**config.mk**
```make
export PLATFORM = sky130hd
export DESIGN_NAME = bitmap_page_frame_allocator_top
export DESIGN_NICKNAME = d
export VERILOG_FILES = /design/src/rtl/bpfa_pkg.sv /design/src/rtl/bpfa_row_unit.sv /design/src/rtl/bitmap_page_frame_allocator_top.sv
export SDC_FILE = /design/constraint.sdc
export NUM_CORES = 2
export LEC_CHECK = 0
export BUFFER_PORTS_ARGS = -buffer_cell sky130_fd_sc_hd__buf_2
export CAP_MARGIN = 20
export CORE_UTILIZATION = 30
export CTS_CLUSTER_SIZE = 16
export DETAILED_ROUTE_END_ITERATION = 16
export PLACE_DENSITY = 0.56
export REMOVE_ABC_BUFFERS = 1
export SYNTH_ARGS = -nofsm -noshare
export SYNTH_HDL_FRONTEND = slang
export SYNTH_SLANG_ARGS = --single-unit
```
**constraint.sdc**
```tcl
create_clock -name clk -period 10 [get_ports clk]
set_input_delay 1 -clock clk [delete_from_list [all_inputs] [get_ports clk]]
set_output_delay 1 -clock clk [all_outputs]
set_load 0.01 [all_outputs]
```
**src/rtl/bpfa_pkg.sv**
```systemverilog
// Shared types, constants and helpers for the bitmap page frame allocator.
// Used by bpfa_row_unit, the top level and the checker; no dependencies.
package bpfa_pkg;

  // Bitmap geometry: the bitmap is stored as rows of 64 page bits.
  localparam int NUM_PAGES = 4096;
  localparam int MAX_BYTES = NUM_PAGES / 8;
  localparam int ROW_W     = 64;
  localparam int NUM_ROWS  = NUM_PAGES / ROW_W;
  localparam int ROW_AW    = $clog2(NUM_ROWS);
  localparam int BIT_AW    = $clog2(ROW_W);
  localparam int PAGE_W    = $clog2(NUM_PAGES);
  localparam int CNT_W     = PAGE_W + 1;
  localparam int BYTES_W   = 10;
  localparam int DATA_W    = 32;
  localparam int CFG_AW    = 3;

  // Operation codes carried in the request tuser field.
  typedef enum logic [1:0] {
    FUNC_ALLOC  = 2'd0,
    FUNC_TOGGLE = 2'd1,
    FUNC_RUN    = 2'd2,
    FUNC_COUNT  = 2'd3
  } func_t;

  // Result status codes.
  typedef enum logic [1:0] {
    STAT_OK    = 2'd0,
    STAT_FULL  = 2'd1,
    STAT_RANGE = 2'd2
  } status_t;

  // Sequencer states.
  typedef enum logic [1:0] {
    S_IDLE = 2'd0,
    S_SCAN = 2'd1,
    S_DONE = 2'd2
  } state_t;

  // Per-row evaluation returned by the row unit.
  typedef struct packed {
    logic              found;
    logic [BIT_AW-1:0] first_free;
    logic [BIT_AW:0]   free_bits;
    logic [ROW_W-1:0]  wr_data;
  } bpfa_row_res_t;

  // Number of set bits in one byte.
  function automatic logic [3:0] popcount8(input logic [7:0] v);
    logic [3:0] c;
    c = '0;
    for (int i = 0; i < 8; i++) begin
      c = c + 4'(v[i]);
    end
    return c;
  endfunction

endpackage

```
**src/rtl/bpfa_row_unit.sv**
```systemverilog
// Combinational evaluation of one bitmap row: free-bit search, free count
// and the modified row to write back. Depends on bpfa_pkg.
module bpfa_row_unit (
  input  bpfa_pkg::func_t              func,
  input  logic [bpfa_pkg::ROW_W-1:0]   row_data,
  input  logic [bpfa_pkg::ROW_W-1:0]   mask,
  output bpfa_pkg::bpfa_row_res_t      res
);

  logic [bpfa_pkg::ROW_W-1:0]  free_v;
  logic [bpfa_pkg::BIT_AW-1:0] idx;
  logic [bpfa_pkg::BIT_AW:0]   cnt;

  // Free pages of the row that lie inside the masked window.
  assign free_v = ~row_data & mask;

  // Lowest free bit of the row.
  always_comb begin
    idx = '0;
    for (int i = bpfa_pkg::ROW_W - 1; i >= 0; i--) begin
      if (free_v[i]) begin
        idx = bpfa_pkg::BIT_AW'(i);
      end
    end
  end

  // Free bit count as a sum of byte counts.
  always_comb begin
    cnt = '0;
    for (int j = 0; j < bpfa_pkg::ROW_W / 8; j++) begin
      cnt = cnt + (bpfa_pkg::BIT_AW + 1)'(bpfa_pkg::popcount8(free_v[8*j +: 8]));
    end
  end

  // Row value to write back for the current operation.
  always_comb begin
    res.found      = |free_v;
    res.first_free = idx;
    res.free_bits  = cnt;
    case (func)
      bpfa_pkg::FUNC_ALLOC: begin
        res.wr_data = row_data | (bpfa_pkg::ROW_W'(1) << idx);
      end
      bpfa_pkg::FUNC_TOGGLE,
      bpfa_pkg::FUNC_RUN: begin
        res.wr_data = row_data ^ mask;
      end
      default: begin
        res.wr_data = row_data;
      end
    endcase
  end

endmodule

```
**src/rtl/bitmap_page_frame_allocator_top.sv**
```systemverilog
// Top level of the bitmap page frame allocator: request decode, row memory,
// scan sequencer, result register and configuration port.
// Depends on bpfa_pkg and bpfa_row_unit.
//
//  Channel | Direction | Handshake            | Payload
//  --------+-----------+----------------------+-------------------------------------
//  in_     | sink      | in_tvalid/in_tready  | tdata: page_index, run_length; tuser: func
//  out_    | source    | out_tvalid/out_tready| tdata: result_page, free_count; tuser: status
//  cfg_    | APB slave | psel/penable/pready  | bitmap_bytes at address 0
//
// One request is processed at a time. The bitmap memory holds 64 pages per row
// and is read and written once per cycle. A request touches all managed rows for
// count, rows up to the first free page for alloc, the rows the run spans for a
// run, one row for a toggle.
// Reset clears every row through per-row valid flags; no clearing pass is run.
// A finished result waits in the output register while the next request is taken.
module bitmap_page_frame_allocator_top (
  input  logic                          clk,
  input  logic                          rst_n,
  input  logic                          in_tvalid,
  output logic                          in_tready,
  input  logic [bpfa_pkg::DATA_W-1:0]   in_tdata,   // [11:0] page_index, [24:12] run_length
  input  logic [1:0]                    in_tuser,   // [1:0] func
  output logic                          out_tvalid,
  input  logic                          out_tready,
  output logic [bpfa_pkg::DATA_W-1:0]   out_tdata,  // [11:0] result_page, [24:12] free_count
  output logic [1:0]                    out_tuser,  // [1:0] status
  input  logic                          cfg_psel,
  input  logic                          cfg_penable,
  input  logic                          cfg_pwrite,
  input  logic [bpfa_pkg::CFG_AW-1:0]   cfg_paddr,
  input  logic [bpfa_pkg::DATA_W-1:0]   cfg_pwdata,
  output logic [bpfa_pkg::DATA_W-1:0]   cfg_prdata,
  output logic                          cfg_pready
);

  localparam int ROW_AW = bpfa_pkg::ROW_AW;
  localparam int BIT_AW = bpfa_pkg::BIT_AW;
  localparam int PAGE_W = bpfa_pkg::PAGE_W;
  localparam int CNT_W  = bpfa_pkg::CNT_W;
  localparam int ROW_W  = bpfa_pkg::ROW_W;

  // Control and datapath registers.
  bpfa_pkg::state_t    state_r, state_nxt;
  bpfa_pkg::func_t     func_r, func_nxt;
  bpfa_pkg::status_t   res_stat_r, res_stat_nxt, out_stat_r, out_stat_nxt;
  logic [BIT_AW-1:0]   lo_r, lo_nxt, hi_r, hi_nxt;
  logic [ROW_AW-1:0]   rd_row_r, rd_row_nxt, first_row_r, first_row_nxt;
  logic [ROW_AW-1:0]   last_row_r, last_row_nxt, proc_row_r, proc_row_nxt;
  logic                issue_en_r, issue_en_nxt, pend_r, pend_nxt;
  logic [PAGE_W-1:0]   res_page_r, res_page_nxt, out_page_r, out_page_nxt;
  logic [CNT_W-1:0]    res_count_r, res_count_nxt, out_count_r, out_count_nxt;
  logic                out_tvalid_r, out_tvalid_nxt;
  logic [bpfa_pkg::BYTES_W-1:0] bytes_r;
  logic [bpfa_pkg::NUM_ROWS-1:0] row_valid_r;

  // Bitmap memory, one row of page bits per entry.
  logic [ROW_W-1:0]    mem [bpfa_pkg::NUM_ROWS];
  logic [ROW_W-1:0]    mem_q;
  logic                rv_q;

  // Request fields.
  bpfa_pkg::func_t     in_func;
  logic [PAGE_W-1:0]   in_page;
  logic [CNT_W-1:0]    in_len;
  logic                accept;

  // Range arithmetic done at request acceptance.
  logic [bpfa_pkg::BYTES_W-1:0] bytes_eff;
  logic [CNT_W-1:0]    lim, lim_m1, run_len, run_end, run_last;
  logic [CNT_W:0]      run_sum;
  logic                run_over, run_empty;
  logic                op_empty;
  logic [ROW_AW-1:0]   op_first, op_last;
  logic [BIT_AW-1:0]   op_lo, op_hi;

  // Row processing.
  logic [BIT_AW-1:0]   lo_eff, hi_eff;
  logic [ROW_W-1:0]    row_mask, row_data;
  bpfa_pkg::bpfa_row_res_t rres;
  logic                rd_en, wr_en, scan_end, out_load;
  logic                cfg_wr;

  assign in_func = bpfa_pkg::func_t'(in_tuser);
  assign in_page = in_tdata[PAGE_W-1:0];
  assign in_len  = in_tdata[PAGE_W +: CNT_W];
  assign accept  = in_tvalid && in_tready;

  // Managed page limit and run window.
  always_comb begin
    bytes_eff = (bytes_r > bpfa_pkg::BYTES_W'(bpfa_pkg::MAX_BYTES)) ?
                bpfa_pkg::BYTES_W'(bpfa_pkg::MAX_BYTES) : bytes_r;
    lim       = {bytes_eff, 3'b000};
    lim_m1    = lim - CNT_W'(1);
    run_len   = (in_func == bpfa_pkg::FUNC_TOGGLE) ? CNT_W'(1) : in_len;
    run_sum   = {2'b00, in_page} + {1'b0, run_len};
    run_over  = run_sum > {1'b0, lim};
    run_end   = run_over ? lim : run_sum[CNT_W-1:0];
    run_empty = {1'b0, in_page} >= run_end;
    run_last  = run_end - CNT_W'(1);
    if (in_func == bpfa_pkg::FUNC_ALLOC || in_func == bpfa_pkg::FUNC_COUNT) begin
      op_empty = (lim == '0);
      op_first = '0;
      op_last  = lim_m1[PAGE_W-1:BIT_AW];
      op_lo    = '0;
      op_hi    = lim_m1[BIT_AW-1:0];
    end else begin
      op_empty = run_empty;
      op_first = in_page[PAGE_W-1:BIT_AW];
      op_last  = run_last[PAGE_W-1:BIT_AW];
      op_lo    = in_page[BIT_AW-1:0];
      op_hi    = run_last[BIT_AW-1:0];
    end
  end

  // Bit window of the row under processing.
  always_comb begin
    lo_eff   = (proc_row_r == first_row_r) ? lo_r : '0;
    hi_eff   = (proc_row_r == last_row_r) ? hi_r : BIT_AW'(ROW_W - 1);
    row_mask = ({ROW_W{1'b1}} << lo_eff) & ({ROW_W{1'b1}} >> (BIT_AW'(ROW_W - 1) - hi_eff));
    row_data = rv_q ? mem_q : '0;
  end

  bpfa_row_unit u_row (
    .func     (func_r),
    .row_data (row_data),
    .mask     (row_mask),
    .res      (rres)
  );

  // Scan ends on the last row or on the first free page found by alloc.
  assign scan_end = pend_r &&
                    (proc_row_r == last_row_r ||
                     (func_r == bpfa_pkg::FUNC_ALLOC && rres.found));

  // Next state.
  always_comb begin
    state_nxt = state_r;
    case (state_r)
      bpfa_pkg::S_IDLE: begin
        if (in_tvalid) begin
          state_nxt = op_empty ? bpfa_pkg::S_DONE : bpfa_pkg::S_SCAN;
        end
      end
      bpfa_pkg::S_SCAN: begin
        if (scan_end) begin
          state_nxt = bpfa_pkg::S_DONE;
        end
      end
      bpfa_pkg::S_DONE: begin
        if (!out_tvalid_r || out_tready) begin
          state_nxt = bpfa_pkg::S_IDLE;
        end
      end
      default: begin
        state_nxt = bpfa_pkg::S_IDLE;
      end
    endcase
  end

  // State-driven outputs and memory strobes.
  always_comb begin
    in_tready = (state_r == bpfa_pkg::S_IDLE);
    rd_en     = (state_r == bpfa_pkg::S_SCAN) && issue_en_r;
    wr_en     = (state_r == bpfa_pkg::S_SCAN) && pend_r &&
                (func_r == bpfa_pkg::FUNC_TOGGLE || func_r == bpfa_pkg::FUNC_RUN ||
                 (func_r == bpfa_pkg::FUNC_ALLOC && rres.found));
    out_load  = (state_r == bpfa_pkg::S_DONE) && (!out_tvalid_r || out_tready);
  end

  // Datapath next values.
  always_comb begin
    func_nxt      = func_r;
    lo_nxt        = lo_r;
    hi_nxt        = hi_r;
    rd_row_nxt    = rd_row_r;
    first_row_nxt = first_row_r;
    last_row_nxt  = last_row_r;
    proc_row_nxt  = proc_row_r;
    issue_en_nxt  = issue_en_r;
    pend_nxt      = pend_r;
    res_page_nxt  = res_page_r;
    res_count_nxt = res_count_r;
    res_stat_nxt  = res_stat_r;
    if (accept) begin
      func_nxt      = in_func;
      lo_nxt        = op_lo;
      hi_nxt        = op_hi;
      rd_row_nxt    = op_first;
      first_row_nxt = op_first;
      last_row_nxt  = op_last;
      issue_en_nxt  = !op_empty;
      pend_nxt      = 1'b0;
      res_page_nxt  = '0;
      res_count_nxt = '0;
      case (in_func)
        bpfa_pkg::FUNC_ALLOC: begin
          res_stat_nxt = bpfa_pkg::STAT_FULL;
        end
        bpfa_pkg::FUNC_TOGGLE,
        bpfa_pkg::FUNC_RUN: begin
          res_stat_nxt = (run_len != '0 && run_over) ? bpfa_pkg::STAT_RANGE
                                                      : bpfa_pkg::STAT_OK;
        end
        default: begin
          res_stat_nxt = bpfa_pkg::STAT_OK;
        end
      endcase
    end
    if (state_r == bpfa_pkg::S_SCAN) begin
      // Issue the next row read while the previous row is processed.
      pend_nxt = issue_en_r;
      if (issue_en_r) begin
        proc_row_nxt = rd_row_r;
        rd_row_nxt   = rd_row_r + ROW_AW'(1);
        if (rd_row_r == last_row_r) begin
          issue_en_nxt = 1'b0;
        end
      end
      if (pend_r) begin
        if (func_r == bpfa_pkg::FUNC_COUNT) begin
          res_count_nxt = res_count_r + CNT_W'(rres.free_bits);
        end
        if (func_r == bpfa_pkg::FUNC_ALLOC && rres.found) begin
          res_page_nxt = {proc_row_r, rres.first_free};
          res_stat_nxt = bpfa_pkg::STAT_OK;
        end
      end
      if (scan_end) begin
        issue_en_nxt = 1'b0;
        pend_nxt     = 1'b0;
      end
    end
  end

  // Output register next values.
  always_comb begin
    out_tvalid_nxt = out_tvalid_r;
    out_page_nxt   = out_page_r;
    out_count_nxt  = out_count_r;
    out_stat_nxt   = out_stat_r;
    if (out_load) begin
      out_tvalid_nxt = 1'b1;
      out_page_nxt   = res_page_r;
      out_count_nxt  = res_count_r;
      out_stat_nxt   = res_stat_r;
    end else if (out_tready) begin
      out_tvalid_nxt = 1'b0;
    end
  end

  // Control registers.
  always_ff @(posedge clk) begin
    if (!rst_n) begin
      state_r      <= bpfa_pkg::S_IDLE;
      issue_en_r   <= 1'b0;
      pend_r       <= 1'b0;
      out_tvalid_r <= 1'b0;
      row_valid_r  <= '0;
      bytes_r      <= bpfa_pkg::BYTES_W'(bpfa_pkg::MAX_BYTES);
    end else begin
      state_r      <= state_nxt;
      issue_en_r   <= issue_en_nxt;
      pend_r       <= pend_nxt;
      out_tvalid_r <= out_tvalid_nxt;
      if (wr_en) begin
        row_valid_r[proc_row_r] <= 1'b1;
      end
      if (cfg_wr) begin
        bytes_r <= cfg_pwdata[bpfa_pkg::BYTES_W-1:0];
      end
    end
  end

  // Payload registers.
  always_ff @(posedge clk) begin
    func_r      <= func_nxt;
    lo_r        <= lo_nxt;
    hi_r        <= hi_nxt;
    rd_row_r    <= rd_row_nxt;
    first_row_r <= first_row_nxt;
    last_row_r  <= last_row_nxt;
    proc_row_r  <= proc_row_nxt;
    res_page_r  <= res_page_nxt;
    res_count_r <= res_count_nxt;
    res_stat_r  <= res_stat_nxt;
    out_page_r  <= out_page_nxt;
    out_count_r <= out_count_nxt;
    out_stat_r  <= out_stat_nxt;
  end

  // Bitmap memory: one read port and one write port, read data registered.
  always_ff @(posedge clk) begin
    if (wr_en) begin
      mem[proc_row_r] <= rres.wr_data;
    end
    if (rd_en) begin
      mem_q <= mem[rd_row_r];
      rv_q  <= row_valid_r[rd_row_r];
    end
  end

  // Configuration port: one register, word aligned at address zero.
  assign cfg_pready = 1'b1;
  assign cfg_wr     = cfg_psel && cfg_penable && cfg_pwrite && !cfg_paddr[2];
  assign cfg_prdata = cfg_paddr[2] ? '0
                                   : {{(bpfa_pkg::DATA_W - bpfa_pkg::BYTES_W){1'b0}}, bytes_r};

  // Result channel.
  assign out_tvalid = out_tvalid_r;
  assign out_tdata  = {{(bpfa_pkg::DATA_W - PAGE_W - CNT_W){1'b0}}, out_count_r, out_page_r};
  assign out_tuser  = out_stat_r;

endmodule

```
== Word level (Yosys, flattened, before mapping) ==
Memories as Yosys holds them, arrays and structs flattened. A register that Yosys moved wholly into a read port is not among the register bits.
Index checks and enable logic that the tools add are counted.
Cells by class
  shifts and indexed selects: 3
  bitwise gates (word level): 6
  $lt $le $gt $ge: 6
  add/subtract/negate cells: 69
  mux-type cells: 114
  reductions and logical operators: 32
  equal/unequal tests: 14
Operator list (count)
  6-bit 2-to-1 mux: 72
  4-bit by 1-bit adder with 4-bit output: 48
  64-bit bitwise AND: 2
  64-bit bitwise OR: 2
  64-bit case mux with 2 select lines: 1
  13-bit 2-to-1 mux: 6
  64-bit 2-to-1 mux: 1
  64-bit inverter: 1
  64-bit OR reduction: 1
  1-bit by 6-bit << shifter with 64-bit output (first input constant): 1
  64-bit by 6-bit << shifter with 64-bit output (first input constant): 1
  64-bit by 6-bit right shift with 64-bit output (first input constant): 1
  64-bit bitwise XOR: 1
  12-bit 2-to-1 mux: 4
  7-bit by 4-bit adder with 7-bit output: 6
  12-bit by 1-bit subtractor with 12-bit output (second input constant): 2
  10-bit 2-to-1 mux: 2
  6-bit == test: 3
  2-bit 2-to-1 mux: 9
  1-bit by 1-bit adder with 2-bit output: 8
  1-bit 2-to-1 mux: 15
  12-bit by 13-bit adder with 14-bit output: 1
  14-bit by 13-bit greater-than comparator with 1-bit output: 1
  6-bit by 7-bit < comparator with 1-bit output (second input constant): 2
  other kinds (24): 53
Word-level totals
  bits in writable memories: 4096
  register bits: 172
  output and inout bits: 69
  memories kept: 1
  word-level logic and storage cells: 265
Memory list
  mem: words 64, width 64, read ports 1, clocked after memory_dff 1, write ports 1, RTL line bitmap_page_frame_allocator_top.sv:58  | logic [ROW_W-1:0] mem [bpfa_pkg::NUM_ROWS];

== Longest topological paths before layout ==
  depth after elaboration: 73
  mapped depth: 42
  depth with buffers taken out: 40

== Modules after synthesis ==
Synthesis repeated with hierarchy kept, for this count alone.
Unflattened totals
  cell total of the unflattened synthesis: 7775
  area total of the unflattened synthesis: 172735.7 sq um
By module, submodules not included
  bitmap_page_frame_allocator_top: cells each 7041, area each 167222.9 sq um, seq. area each 128963.7 sq um, times used 1
  bpfa_row_unit: cells each 734, area each 5512.8 sq um, seq. area each 0.0 sq um, times used 1

== Worst setup path before layout ==
OpenSTA, ideal clock, no wires.
  path kind: register to register
  start: register proc_row_r[5]
  end: register res_count_r[12]
  stages on the path, launching flop included: 40
  arrival time: 9.226 ns
  buffers on the path: 2
  slack: 0.702 ns
  cells stage by stage: edfxtp_1 clkbuf_1 xor2_1 nor4_1 nand3_1 or2_2 clkbuf_1 nor2_1 nand2_1 nor3_1 nor3_1 ha_1 inv_1 ha_1 inv_1 fa_1 fa_1 fa_1 (+4 left out) fa_1 fa_1 inv_1 fa_1 inv_1 fa_1 inv_1 ha_1 a21o_1 a21oi_1 o21bai_1 a21oi_1 xnor2_1 ha_1 nor2b_1 nor2_1 nor4bb_1 mux2i_1
On the way
  longest elaborated chain between the ends: 24
Ends and longest elaborated chain
  start, declared: RTL line bitmap_page_frame_allocator_top.sv:49  | logic [ROW_AW-1:0] last_row_r, last_row_nxt, proc_row_r, proc_row_nxt;
  start signal, assigned: RTL line bitmap_page_frame_allocator_top.sv:283  | proc_row_r <= proc_row_nxt;
  6-bit == test: RTL line bitmap_page_frame_allocator_top.sv:119  | hi_eff = (proc_row_r == last_row_r) ? hi_r : BIT_AW'(ROW_W - 1);
  6-bit 2-to-1 mux: RTL line bitmap_page_frame_allocator_top.sv:119
  6-bit subtractor: RTL line bitmap_page_frame_allocator_top.sv:120  | row_mask = ({ROW_W{1'b1}} << lo_eff) & ({ROW_W{1'b1}} >> (BIT_AW'(ROW_W - 1) - hi_eff));
  64-bit by 6-bit right shift with 64-bit output: RTL line bitmap_page_frame_allocator_top.sv:120
  64-bit bitwise AND (*): RTL line bitmap_page_frame_allocator_top.sv:120
  64-bit bitwise AND (*): RTL line bpfa_row_unit.sv:15  | assign free_v = ~row_data & mask;
  1-bit by 1-bit adder with 2-bit output: RTL line bpfa_pkg.sv:53  | c = c + 4'(v[i]);
  4-bit by 1-bit adder with 4-bit output (6 in a row): RTL line bpfa_pkg.sv:53
  4-bit by 4-bit adder with 5-bit output: RTL line bpfa_row_unit.sv:31  | cnt = cnt + (bpfa_pkg::BIT_AW + 1)'(bpfa_pkg::popcount8(free_v[8*j +: 8]));
  7-bit by 4-bit adder with 7-bit output (5 in a row): RTL line bpfa_row_unit.sv:31
  7-bit by 4-bit adder with 7-bit output (*): RTL line bpfa_row_unit.sv:31
  13-bit by 7-bit adder with 13-bit output (*): RTL line bitmap_page_frame_allocator_top.sv:222  | res_count_nxt = res_count_r + CNT_W'(rres.free_bits);
  13-bit 2-to-1 mux (*): RTL line bitmap_page_frame_allocator_top.sv:221  | if (func_r == bpfa_pkg::FUNC_COUNT) begin
  13-bit 2-to-1 mux (*): RTL line bitmap_page_frame_allocator_top.sv:220  | if (pend_r) begin
  13-bit 2-to-1 mux (*): RTL line bitmap_page_frame_allocator_top.sv:210  | if (state_r == bpfa_pkg::S_SCAN) begin
  named net res_count_nxt[12]: RTL line bitmap_page_frame_allocator_top.sv:52  | logic [CNT_W-1:0] res_count_r, res_count_nxt, out_count_r, out_count_nxt;
  end signal, assigned: RTL line bitmap_page_frame_allocator_top.sv:285  | res_count_r <= res_count_nxt;
  end, declared: RTL line bitmap_page_frame_allocator_top.sv:52
The timed path passes the listed nets; every way through them passes the cells marked *.
A chain may end at the register's enable or synchronous reset.

== Final worst setup path ==
  start: register last_row_r[3]
  end: register res_count_r[8]
On the way
  longest elaborated chain between the ends: 24
Ends and longest elaborated chain
  start, declared: RTL line bitmap_page_frame_allocator_top.sv:49
  start signal, assigned: RTL line bitmap_page_frame_allocator_top.sv:282  | last_row_r <= last_row_nxt;
  6-bit == test (*): RTL line bitmap_page_frame_allocator_top.sv:119
  6-bit 2-to-1 mux (*): RTL line bitmap_page_frame_allocator_top.sv:119
  6-bit subtractor (*): RTL line bitmap_page_frame_allocator_top.sv:120
  64-bit by 6-bit right shift with 64-bit output (*): RTL line bitmap_page_frame_allocator_top.sv:120
  64-bit bitwise AND (*): RTL line bitmap_page_frame_allocator_top.sv:120
  64-bit bitwise AND (*): RTL line bpfa_row_unit.sv:15
  1-bit by 1-bit adder with 2-bit output: RTL line bpfa_pkg.sv:53
  4-bit by 1-bit adder with 4-bit output (6 in a row): RTL line bpfa_pkg.sv:53
  4-bit by 4-bit adder with 5-bit output: RTL line bpfa_row_unit.sv:31
  7-bit by 4-bit adder with 7-bit output (5 in a row): RTL line bpfa_row_unit.sv:31
  7-bit by 4-bit adder with 7-bit output (*): RTL line bpfa_row_unit.sv:31
  13-bit by 7-bit adder with 13-bit output (*): RTL line bitmap_page_frame_allocator_top.sv:222
  13-bit 2-to-1 mux (*): RTL line bitmap_page_frame_allocator_top.sv:221
  13-bit 2-to-1 mux (*): RTL line bitmap_page_frame_allocator_top.sv:220
  13-bit 2-to-1 mux (*): RTL line bitmap_page_frame_allocator_top.sv:210
  named net res_count_nxt[8]: RTL line bitmap_page_frame_allocator_top.sv:52
Marked as above.

==> impl_metrics.py <==
metrics = {
    "run_status": {
        "status": "finished, final reports clean",
    },
    "yosys": {
        "synth.ff_latch_count": 4332,
        "netlist.top_cell.by_area": "edfxtp_1",
        "syn_area_um2": 173000,
        "synth_most_common_cell": "edfxtp_1",
        "synthArstFlopShare_pct": 0,
        "synth_area_per_cell_um2": 19.9,
        "ys_seq_area_share_pct": 74.5,
        "synth_area_leaders": "edfxtp_1 (73%), mux4_2 (12%), mux2i_1 (3.3%)",
        "synthFlopType": "edfxtp_1",
        "synth_edf_count": 4220,
        "yosys.area.top_type_share_pct": 73.2,
        "synth_commonest_cells": "edfxtp_1 (4220), mux4_2 (899), mux2i_1 (563)",
        "yosysWarnings": 0,
        "ys_types": 88,
        "synthCells": 8707,
    },
    "global_route": {
        "grt_antenna_before_repair": 25,
        "overflow": 0,
        "first_global_vias": 93200,
        "grt_max_degree": 122,
        "grt_pass1_wl_um": 780000,
        "grt.total_usage_pct": 19.1,
    },
    "place": {
        "portBuffers": 83,
        "gp_congestion": 0.912,
        "hpwl_um": 320000,
        "post-place-ws_ns": 0.0763,
    },
    "clock_tree": {
        "clock_latency_ns": 1.03,
        "cts_tree": "done",
        "root_buffer": "clkbuf_16",
        "cts-buffers-inserted": 435,
        "holdBufCountCts": 0,
        "clk_pin_slew_ns": 0.06,
        "clock_path_buffers": 4,
        "h-tree-depth": 5,
        "cts.sinks": 4332,
    },
    "cells_and_area": {
        "layout-drive-gt1-share_pct": 23.3,
        "final-seq-area_um2": 129000,
        "finalNetCount": 9484,
        "multi_input_area_um2": 43100,
        "syn2layout_area_growth_pct": 15.8,
        "fillCellCount": 53000,
    },
    "floorplanning": {
        "coreArea_um2": 574000,
        "dieArea_um2": 580000,
        "row_count": 278,
        "pin_count": 145,
        "start_util_pct": 30.2,
        "fp.dieH_um": 762,
        "die_w_um": 762,
    },
    "route": {
        "vias_per_cell": 5.47,
        "drcViolationCount": 0,
        "drtIter0Drc": 12400,
        "ant_nets": 0,
        "wl_um": 571000,
        "vias": 93800,
        "firstDrtPassIters": 6,
        "wl_per_cell_um": 33.3,
    },
    "worst_setup_path": {
        "cpPeakStageDelay_ns": 0.55,
        "crit_buf_inv": 9,
        "end_kind": "flip-flop",
        "r2r_setup_slack_ns": 0.32,
        "critPathMaxFanout": 6,
        "worstPathArrival_ns": 10.60,
        "critPathSlowestCell": "fa_1",
        "crit_family": "adder cells",
        "cpMostUsedCell": "fa_1",
        "cp-start-kind": "flip-flop",
        "critical_path_class": "reg -> reg",
        "worstPathRequired_ns": 10.92,
    },
    "power_and_ir_drop": {
        "ir_drop_v": 0.00151,
        "powerDensity_nw_per_um2": 300,
        "leakagePower_nw": 62.3,
    },
    "min_path": {
        "hold_path_class": "in -> reg",
    },
    "timing": {
        "tightest_slew_ns": 1.23,
        "fin_crit_sh_pct": 96.8,
        "setup_viol": 0,
        "fin_worst_skew_ns": 0.0744,
        "whs_ns": 0.265,
        "relSlewSlack_pct": 18.1,
        "layout_min_cycle_time_ns": 9.68,
        "hold_viol_final": 0,
        "setup_slack_ns": 0.319,
        "slew_viol_final": 0,
        "fmax_mhz": 103,
    },
    "flow_run": {
        "maxCapViolations": 0,
    },
}
-- power by group --
part           switching (mW)  internal, mW
logic                    12.7          9.94
clock network            7.02          8.92
registers               0.207          21.3
total                    19.9          40.2
-- cell usage in the layout, fill, tap and decap left out, types with 18 or more instances in the layout --
cell type,netlist,layout
clkinv_1,3,112
ha_1,162,161
clkbuf_16,0,438
nor4_1,23,21
nor2_4,1,65
a211oi_1,23,23
o21ai_0,159,157
mux4_2,899,899
dfxtp_1,112,106
buf_12,0,31
xor2_1,20,20
nor3_1,27,25
clkinv_2,0,88
conb_1,2,30
buf_2,80,82
a21o_1,18,18
nor2_1,153,87
edfxtp_1,4220,4220
nand3_1,112,111
o21a_1,76,76
mux2i_1,563,563
nand2_1,264,263
inv_1,170,170
a21oi_1,263,259
o221ai_1,341,281
and2_1,21,21
bufinv_16,0,32
buf_4,30,418
fa_1,53,50
nor2b_1,44,43
clkbuf_1,315,94
xnor2_1,40,40
o221ai_4,0,60
o22ai_1,194,194
-- worst register-to-register path, delay by kind of cell (launching register included) --
| family | cells | cell delay, ns |
|---|---|---|
| fa+ha+maj | 13 | 5.13 |
| xor+xnor | 3 | 0.63 |
| buf+inv | 9 | 1.02 |
| simple gates | 6 | 1.20 |
| flops | 1 | 0.43 |
| compound gates | 8 | 1.20 |
-- per-stage QoR --
step            TNS, ns  cell area, um^2  total power [mW]  utilization (%)  instances
6_report              0           200000              60.1             34.9      17100
3_5_place_dp          0           186000              44.4             32.5      16300
2_1_floorplan  -3107.37           171000              37.6                -       8220
4_1_cts               0           200000              60.3             34.9      17100
5_1_grt         -0.0597           200000              62.8             34.9      17100
3_3_place_gp     -0.680           186000              44.9             32.5      16300
-- path summary, 6_finish.rpt --
path,startpoint,end,depth (start not counted)
min reg2reg,res_stat_r[0]$_DFF_P_,out_tuser[0]$_DFFE_PP_,0
max reg2reg,last_row_r[3]$_DFFE_PP_,res_count_r[8]$_DFF_P_,39
min,cfg_pwdata[3],bytes_r[3]$_SDFFE_PN0P_,3
max,last_row_r[3]$_DFFE_PP_,res_count_r[8]$_DFF_P_,39
-- final cells by class --
type / count / share of cell area (%)
flip-flops and latches: 4332 / 64.4
clock inverters: 276 / 1.22
clock buffers: 537 / 5.68
well taps: 7560 / 4.72
inverters: 176 / 0.336
repair buffers: 536 / 2.15
diodes: 9 / 0.0112
multi-input cells: 3712 / 21.5
-- state kept, by name (all words and copies together) (netlist names), 10 cells and up --
signal / count
mem: 4096
mem_q: 64
row_valid_r: 64
out_count_r: 13
res_count_r: 13
out_page_r: 12
res_page_r: 12
bytes_r: 10
-- what timing repair did --
item / CTS / global route
gates resized for setup: 0 / 14
buffers inserted: 0 / 2
setup endpoints to repair: 0 / 8
-- routing by layer --
metal	vias to the layer above	track usage (%)	routed length (um)	part of all wire (%)
met5	-	0	27	0.0047
met4	4	6.31	22100	3.9
met3	934	3.20	45600	8.0
met2	4636	31.6	274000	48
met1	50900	25.7	230000	40
li1	37300	-	-	-
-- kinds of logic after synthesis --
kind of cell	synth area share [%]
flops	74.5
mux	15.0
compound gates	4.78
simple gates	2.02
buf+inv	1.63
fa+ha+maj	1.78
xor+xnor	0.313
other cells	0.00434
Power figures use the tool's default switching activity.
